[config.mk]
export PLATFORM = sky130hd
export DESIGN_NAME = lzd_ctrl
export DESIGN_NICKNAME = d
export VERILOG_FILES = /design/src/rtl/lzd_pkg.sv /design/src/rtl/lzd_ctrl.sv
export SDC_FILE = /design/constraint.sdc
export NUM_CORES = 1
export LEC_CHECK = 0
export BUFFER_PORTS_ARGS = -buffer_cell sky130_fd_sc_hd__buf_4
export CAP_MARGIN = 15
export CORE_AREA = 2 2 39 41
export CTS_CLUSTER_DIAMETER = 40
export DETAILED_ROUTE_END_ITERATION = 8
export DIE_AREA = 0 0 41 43
export HOLD_SLACK_MARGIN = 0.15
export PLACE_DENSITY_LB_ADDON = 0.12
export SLEW_MARGIN = 20
export SYNTH_ARGS = -nofsm -noshare
export SYNTH_HDL_FRONTEND = slang
export SYNTH_SLANG_ARGS = --single-unit
export TNS_END_PERCENT = 1
[constraint.sdc]
create_clock -name i_clk -period 1.8 [get_ports i_clk]
set_input_delay 0.54 -clock i_clk [delete_from_list [all_inputs] [get_ports i_clk]]
set_output_delay 0.54 -clock i_clk [all_outputs]
set_load 0.005 [all_outputs]
[src/rtl/lzd_pkg.sv]
// shared types and constants for the lz77 byte decompressor
package lzd_pkg;

    localparam int WINDOW_DEPTH = 4096;
    localparam int WIN_AW       = $clog2(WINDOW_DEPTH);
    localparam int SIZE_W       = 24;
    localparam int COUNT_W      = WIN_AW + 1;
    localparam int LEN_W        = 5;
    localparam logic [3:0] LEN_BIAS = 4'd3;
    localparam logic [3:0] FLAG_BITS = 4'd8;

    // parser states
    typedef enum logic [2:0] {
        ST_IDLE,
        ST_HDR1,
        ST_HDR2,
        ST_HDR3,
        ST_FLAG,
        ST_TOKEN,
        ST_REF2,
        ST_COPY
    } t_state;

    // commands from controller to datapath
    typedef struct packed {
        logic start;
        logic ld_hdr1;
        logic ld_hdr2;
        logic ld_hdr3;
        logic ld_flag;
        logic take_lit;
        logic take_ref1;
        logic take_ref2;
        logic copy_run;
    } t_cmd;

    // status from datapath to controller
    typedef struct packed {
        logic flag_msb;
        logic flag_last;
        logic flag_empty;
        logic left_one;
        logic left_zero;
        logic hdr_zero;
        logic copy_busy;
        logic adv;
    } t_status;

endpackage

[src/rtl/lzd_ctrl.sv]
// parser state machine of the lz77 byte decompressor
module lzd_ctrl import lzd_pkg::*; (
    input  logic    i_clk,
    input  logic    i_rst_n,
    input  logic    i_in_valid,
    input  logic    i_stream_start,
    input  t_status i_status,
    output logic    o_in_ready,
    output t_cmd    o_cmd
);

    t_state r_state;
    t_state n_state;
    logic   w_fire;

    // state register
    always_ff @(posedge i_clk) begin
        if (!i_rst_n) begin
            r_state <= ST_IDLE;
        end else begin
            r_state <= n_state;
        end
    end

    // input may be taken unless copying, or a literal waits on a full output
    always_comb begin
        o_in_ready = (r_state != ST_COPY) &&
                     (i_status.adv || !(r_state == ST_TOKEN && !i_status.flag_msb));
    end

    assign w_fire = i_in_valid && o_in_ready;

    // next state and commands
    always_comb begin
        n_state = r_state;
        o_cmd   = '0;
        if (w_fire && i_stream_start) begin
            o_cmd.start = 1'b1;
            n_state     = ST_HDR1;
        end else begin
            unique case (r_state)
                ST_IDLE: begin
                    n_state = ST_IDLE;
                end
                ST_HDR1: begin
                    if (w_fire) begin
                        o_cmd.ld_hdr1 = 1'b1;
                        n_state       = ST_HDR2;
                    end
                end
                ST_HDR2: begin
                    if (w_fire) begin
                        o_cmd.ld_hdr2 = 1'b1;
                        n_state       = ST_HDR3;
                    end
                end
                ST_HDR3: begin
                    if (w_fire) begin
                        o_cmd.ld_hdr3 = 1'b1;
                        n_state       = i_status.hdr_zero ? ST_IDLE : ST_FLAG;
                    end
                end
                ST_FLAG: begin
                    if (w_fire) begin
                        o_cmd.ld_flag = 1'b1;
                        n_state       = ST_TOKEN;
                    end
                end
                ST_TOKEN: begin
                    if (w_fire) begin
                        if (i_status.flag_msb) begin
                            o_cmd.take_ref1 = 1'b1;
                            n_state         = ST_REF2;
                        end else begin
                            o_cmd.take_lit = 1'b1;
                            priority if (i_status.left_one) begin
                                n_state = ST_IDLE;
                            end else if (i_status.flag_last) begin
                                n_state = ST_FLAG;
                            end else begin
                                n_state = ST_TOKEN;
                            end
                        end
                    end
                end
                ST_REF2: begin
                    if (w_fire) begin
                        o_cmd.take_ref2 = 1'b1;
                        n_state         = ST_COPY;
                    end
                end
                ST_COPY: begin
                    o_cmd.copy_run = 1'b1;
                    if (!i_status.copy_busy) begin
                        priority if (i_status.left_zero) begin
                            n_state = ST_IDLE;
                        end else if (i_status.flag_empty) begin
                            n_state = ST_FLAG;
                        end else begin
                            n_state = ST_TOKEN;
                        end
                    end
                end
                default: begin
                    n_state = ST_IDLE;
                end
            endcase
        end
    end

endmodule

# After elaboration in Yosys (flattened, before gate mapping)
# Cells that the tools add are included.
dict set report totals {
  register_bits 3
  inputBits 12
  output_inout_bits 10
  elab_cells 64
}
dict set report classes {
  eq_ne 22
  n_mux 28
  bitwise 1
  n_reduce_logical 11
}
# op count
set ops {}
lappend ops {{$mux 3} 11}
lappend ops {{$pmux 3 s8} 1}
lappend ops {{$ne 3x3->1 const B} 7}
lappend ops {{$ne 2x2->1 const B} 7}
lappend ops {{$reduce_and 7->1} 2}
lappend ops {{$mux 1} 13}
lappend ops {{$eq 3x3->1 const B} 4}
lappend ops {{$mux 8} 1}
lappend ops {{$eq 3x2->1 const B} 2}
lappend ops {{$logic_and 1x1->1} 4}
lappend ops {{$mux 2} 2}
lappend ops {{$eq 3x1->1 const B} 1}
lappend ops {{$logic_not 3->1} 1}
lappend ops {{$ne 3x2->1 const B} 1}
lappend ops {{$logic_not 1->1} 2}
lappend ops {{$reduce_or 2->1} 1}
lappend ops {{$logic_or 1x1->1} 1}
lappend ops {{$not 1->1} 1}

# Depth between registers and ports, before layout
dict set report depth {
  depth_word 9
  ltp_mapped 5
  mapped_depth_nobuf 4
}

# Worst setup path before layout
# No wires, ideal clock.
dict set report synth_timing {
  path_kind {input -> output}
  startpoint {input i_in_valid}
  endpoint {output o_cmd[7] (netlist bit)}
  arrival_ns 1.147
  required_time_ns 1.260
  slack_ns 0.113
  stages 3
  n_path_buf 0
  path_cell_list {inv_1 or3_1 nor3_1}
}
# item line_no
set synth_rtl {}
lappend synth_rtl {{start: declaration} lzd_ctrl.sv:5} ;# input logic i_in_valid,
lappend synth_rtl {{end: declaration} lzd_ctrl.sv:9} ;# output t_cmd o_cmd

==> impl_metrics.yaml <==
layout:
  fin_nets: 93
  largest_register: "r_state"
  multi_input_area_um2: 269
  area.sequential_um2: 66.3
  finalInstanceArea_um2: 611
  area.growth.synth_to_final_pct: 73.7
  antenna_cells_inserted: 0
  fraction_of_final_layout_cells_with_drive_strength_greater_than_1_pct: 53.8
  reg_top3: "r_state: 3 flops"
  finish.cell_count_without_fillers: 96
  total_of_fill_cells_in_the_finished_design: 162
  largest_register_ffs: 3
floorplanning:
  num_io_pins: 22
  floorplan.core_area_um2: 1380
  starting_density_of_the_core_pct: 25.4
  floorplan.die.height_um: 43
  die-width_um: 41
  die-area_um2: 1760
  row_count: 14
global_routing:
  global_route_wire_length_before_repair_um: 1850
  vias_in_the_first_global_route: 448
  grt_util_all_layers_pct: 15.5
  grt_start_max_net_pins: 12
  grt.overflow.total: 0
  grt_antenna_before_repair: 0
power:
  pwr_density_cell_nw_per_um2: 424
  peakVddDrop_mv: 0.296
  total_design_power_uw: 259
  leakagePower_nw: 0.272
timing:
  timing.setup.tns_ns: -0.125
  max_slew_margin_pct: 81.4
  tightestPinTransition_ns: 0.275
  finalSetupViolations: 4
  layout_worst_path_cycle_share_pct: 105
  finalHoldViolCount: 0
  timing.final.ws_setup_ns: -0.0911
  finalWorstPathRequiredPeriod_ns: 1.89
  max_freq_ghz: 0.529
  slew_violations: 0
  rsz_0062_raised_after_global_routing: "true"
  skew_ns: 0.000999
place:
  port-buffer-count: 21
  place_area_um2: 558
  placed_cells_incl_taps: 91
  hpwlAfterDp_um: 825
  gp_congestion: 0.788
  dp_slack_ns: -0.0960
min_path:
  hold_path.class: "in2reg"
route:
  vias_per_cell: 4.76
  drt.antenna.violating_nets: 0
  drt-total-wl_um: 1070
  detailedRoute.firstIterationViolations: 2
  post_drt_wl_per_cell_um: 11.2
  detail_route.drc_violations: 0
  detailedRoute.firstPassIterationCount: 3
  detailroute.via_count: 457
logic_synthesis:
  postSynth.asyncResetShare_pct: 0
  synth.distinct_cells: 24
  netlist_instances: 50
  synth_top_cells_by_count: "sky130_fd_sc_hd__nor2_1, sky130_fd_sc_hd__inv_1"
  synth_area_um2: 352
  ys_dominant_reg_cell: "sky130_fd_sc_hd__dfxtp_1"
  syn_nets: 62
  seq_area_frac_synth_pct: 17.1
  post-synth-top-area-cell: "sky130_fd_sc_hd__dfxtp_1"
  synth-edff-count: 0
  synth_area_leaders: "sky130_fd_sc_hd__dfxtp_1, sky130_fd_sc_hd__nor2_1, sky130_fd_sc_hd__a211oi_1, sky130_fd_sc_hd__a31oi_4, sky130_fd_sc_hd__inv_1"
  ys_seq_elements: 3
  synth-warning-count: 0
  synthMostInstantiatedCell: "sky130_fd_sc_hd__nor2_1"
  synth_top_cell_area_share_pct: 17.1
  syn_avg_cell_area_um2: 7.03
clock_network:
  clk-insertion-delay-late_ns: 0.23
  htree_num_levels: 1
  cts_clock_pin_slew_for_the_worst_setup_and_hold_paths_ns: 0.04
  cts_inserted_buffers: 3
  cts_tree: "yes"
  clock_tree.buffer_depth: 2
  clock-root-buffer: "sky130_fd_sc_hd__clkbuf_4"
  number_of_hold_buffers_added_after_cts: 0
  cts.sinks: 3
setup_path:
  crit_fanout: 2
  timing.critical_path.to_type: "output pin"
  timing.critical_path.arrival_ns: 1.35
  start_kind: "input port"
  required_worst_endpoint_ns: 1.26
  critical_path_class: "in2out"
run:
  drv.max_cap_violation_count: 0
outcome:
  failed_checks: "setup timing"
  outcome: "finished, violations left"
## area by class of cell
cell class / instances / share of cell area, %
multi-input cells: 40 / 44.1
repair buffers: 28 / 34.4
flip-flops and latches: 3 / 10.9
clock buffers: 4 / 4.30
well taps: 16 / 3.28
inverters: 5 / 3.07
## final timing paths
path / startpoint / to / slack, ns / depth (start not counted)
setup / recovery: i_status[7] / o_cmd[8] / -0.09 / 6
hold / removal: i_rst_n / r_state[0] / 0.55 / 2
setup reg to reg: r_state[1] / r_state[0] / 0.40 / 6
hold reg to reg: r_state[1] / r_state[1] / 0.70 / 3
## critical path, cell delays in order
cell and delay, ns:
sky130_fd_sc_hd__buf_4 0.12, sky130_fd_sc_hd__o21bai_4 0.16, sky130_fd_sc_hd__a31oi_4 0.10, sky130_fd_sc_hd__buf_4 0.15
sky130_fd_sc_hd__and2_4 0.15, sky130_fd_sc_hd__buf_4 0.12
## layer usage
layer | GRT usage (%) | vias to the layer above | wire [um]
met4 | 10.0 | 0 | 0
met2 | 22.5 | 11 | 544
li1 | - | 238 | -
met3 | 3.14 | 0 | 52
met1 | 19.7 | 208 | 477
met5 | 0 | - | 0
## layout by cell type (no fill, tap or decap)
cell type / instances
sky130_fd_sc_hd__clkbuf_1: 1
sky130_fd_sc_hd__a21oi_1: 3
sky130_fd_sc_hd__clkbuf_4: 3
sky130_fd_sc_hd__a31oi_4: 1
sky130_fd_sc_hd__or3_4: 1
sky130_fd_sc_hd__dfxtp_4: 1
sky130_fd_sc_hd__o21ai_0: 1
sky130_fd_sc_hd__nand2_1: 3
sky130_fd_sc_hd__nand4b_1: 1
sky130_fd_sc_hd__o41a_1: 1
sky130_fd_sc_hd__inv_2: 1
sky130_fd_sc_hd__nor2_2: 1
sky130_fd_sc_hd__nand3_1: 2
sky130_fd_sc_hd__dfxtp_2: 2
sky130_fd_sc_hd__nor2_1: 11
sky130_fd_sc_hd__a211oi_1: 3
sky130_fd_sc_hd__nor3_2: 1
sky130_fd_sc_hd__nor3_1: 2
sky130_fd_sc_hd__o22ai_1: 1
sky130_fd_sc_hd__a211o_2: 1
sky130_fd_sc_hd__nand3b_1: 1
sky130_fd_sc_hd__nor4b_1: 1
sky130_fd_sc_hd__and2b_1: 1
sky130_fd_sc_hd__o31ai_1: 1
sky130_fd_sc_hd__inv_1: 4
sky130_fd_sc_hd__buf_4: 28
sky130_fd_sc_hd__a21bo_2: 1
sky130_fd_sc_hd__o21bai_4: 1
sky130_fd_sc_hd__and2_4: 1
## report_power, final
group          internal (mW)  total, mW  switching, mW  leakage, nW
Combinational         0.0407     0.0689         0.0282        0.231
Clock                 0.0830      0.117         0.0339       0.0150
Sequential            0.0682     0.0733        0.00501       0.0261
Total                  0.192      0.259         0.0672        0.272
## repair_timing
| item | in CTS | in global routing |
|---|---|---|
| cloned | 0 | 0 |
| pin swaps | 4 | 3 |
| hold endpoints to repair | 0 | 0 |
| buffers inserted | 0 | 1 |
| gates resized for setup | 6 | 2 |
| setup endpoints to repair | 8 | 7 |
## through the flow
step	utilization, %	hold slack, ns
floorplan	-	0.587
global placement	40.3	0.728
detailed placement	40.3	0.722
CTS	43.2	0.549
global route	44.1	0.544
finish	44.1	0.551
## logic make-up after synthesis
group,Yosys count,share of synthesized area (%)
buffers and inverters,7,9.96
and+or+nand+nor,26,36.7
DFF,3,17.1
AOI/OAI and AO/OA,14,36.3
No activity file was read; power rests on OpenSTA's default activity.
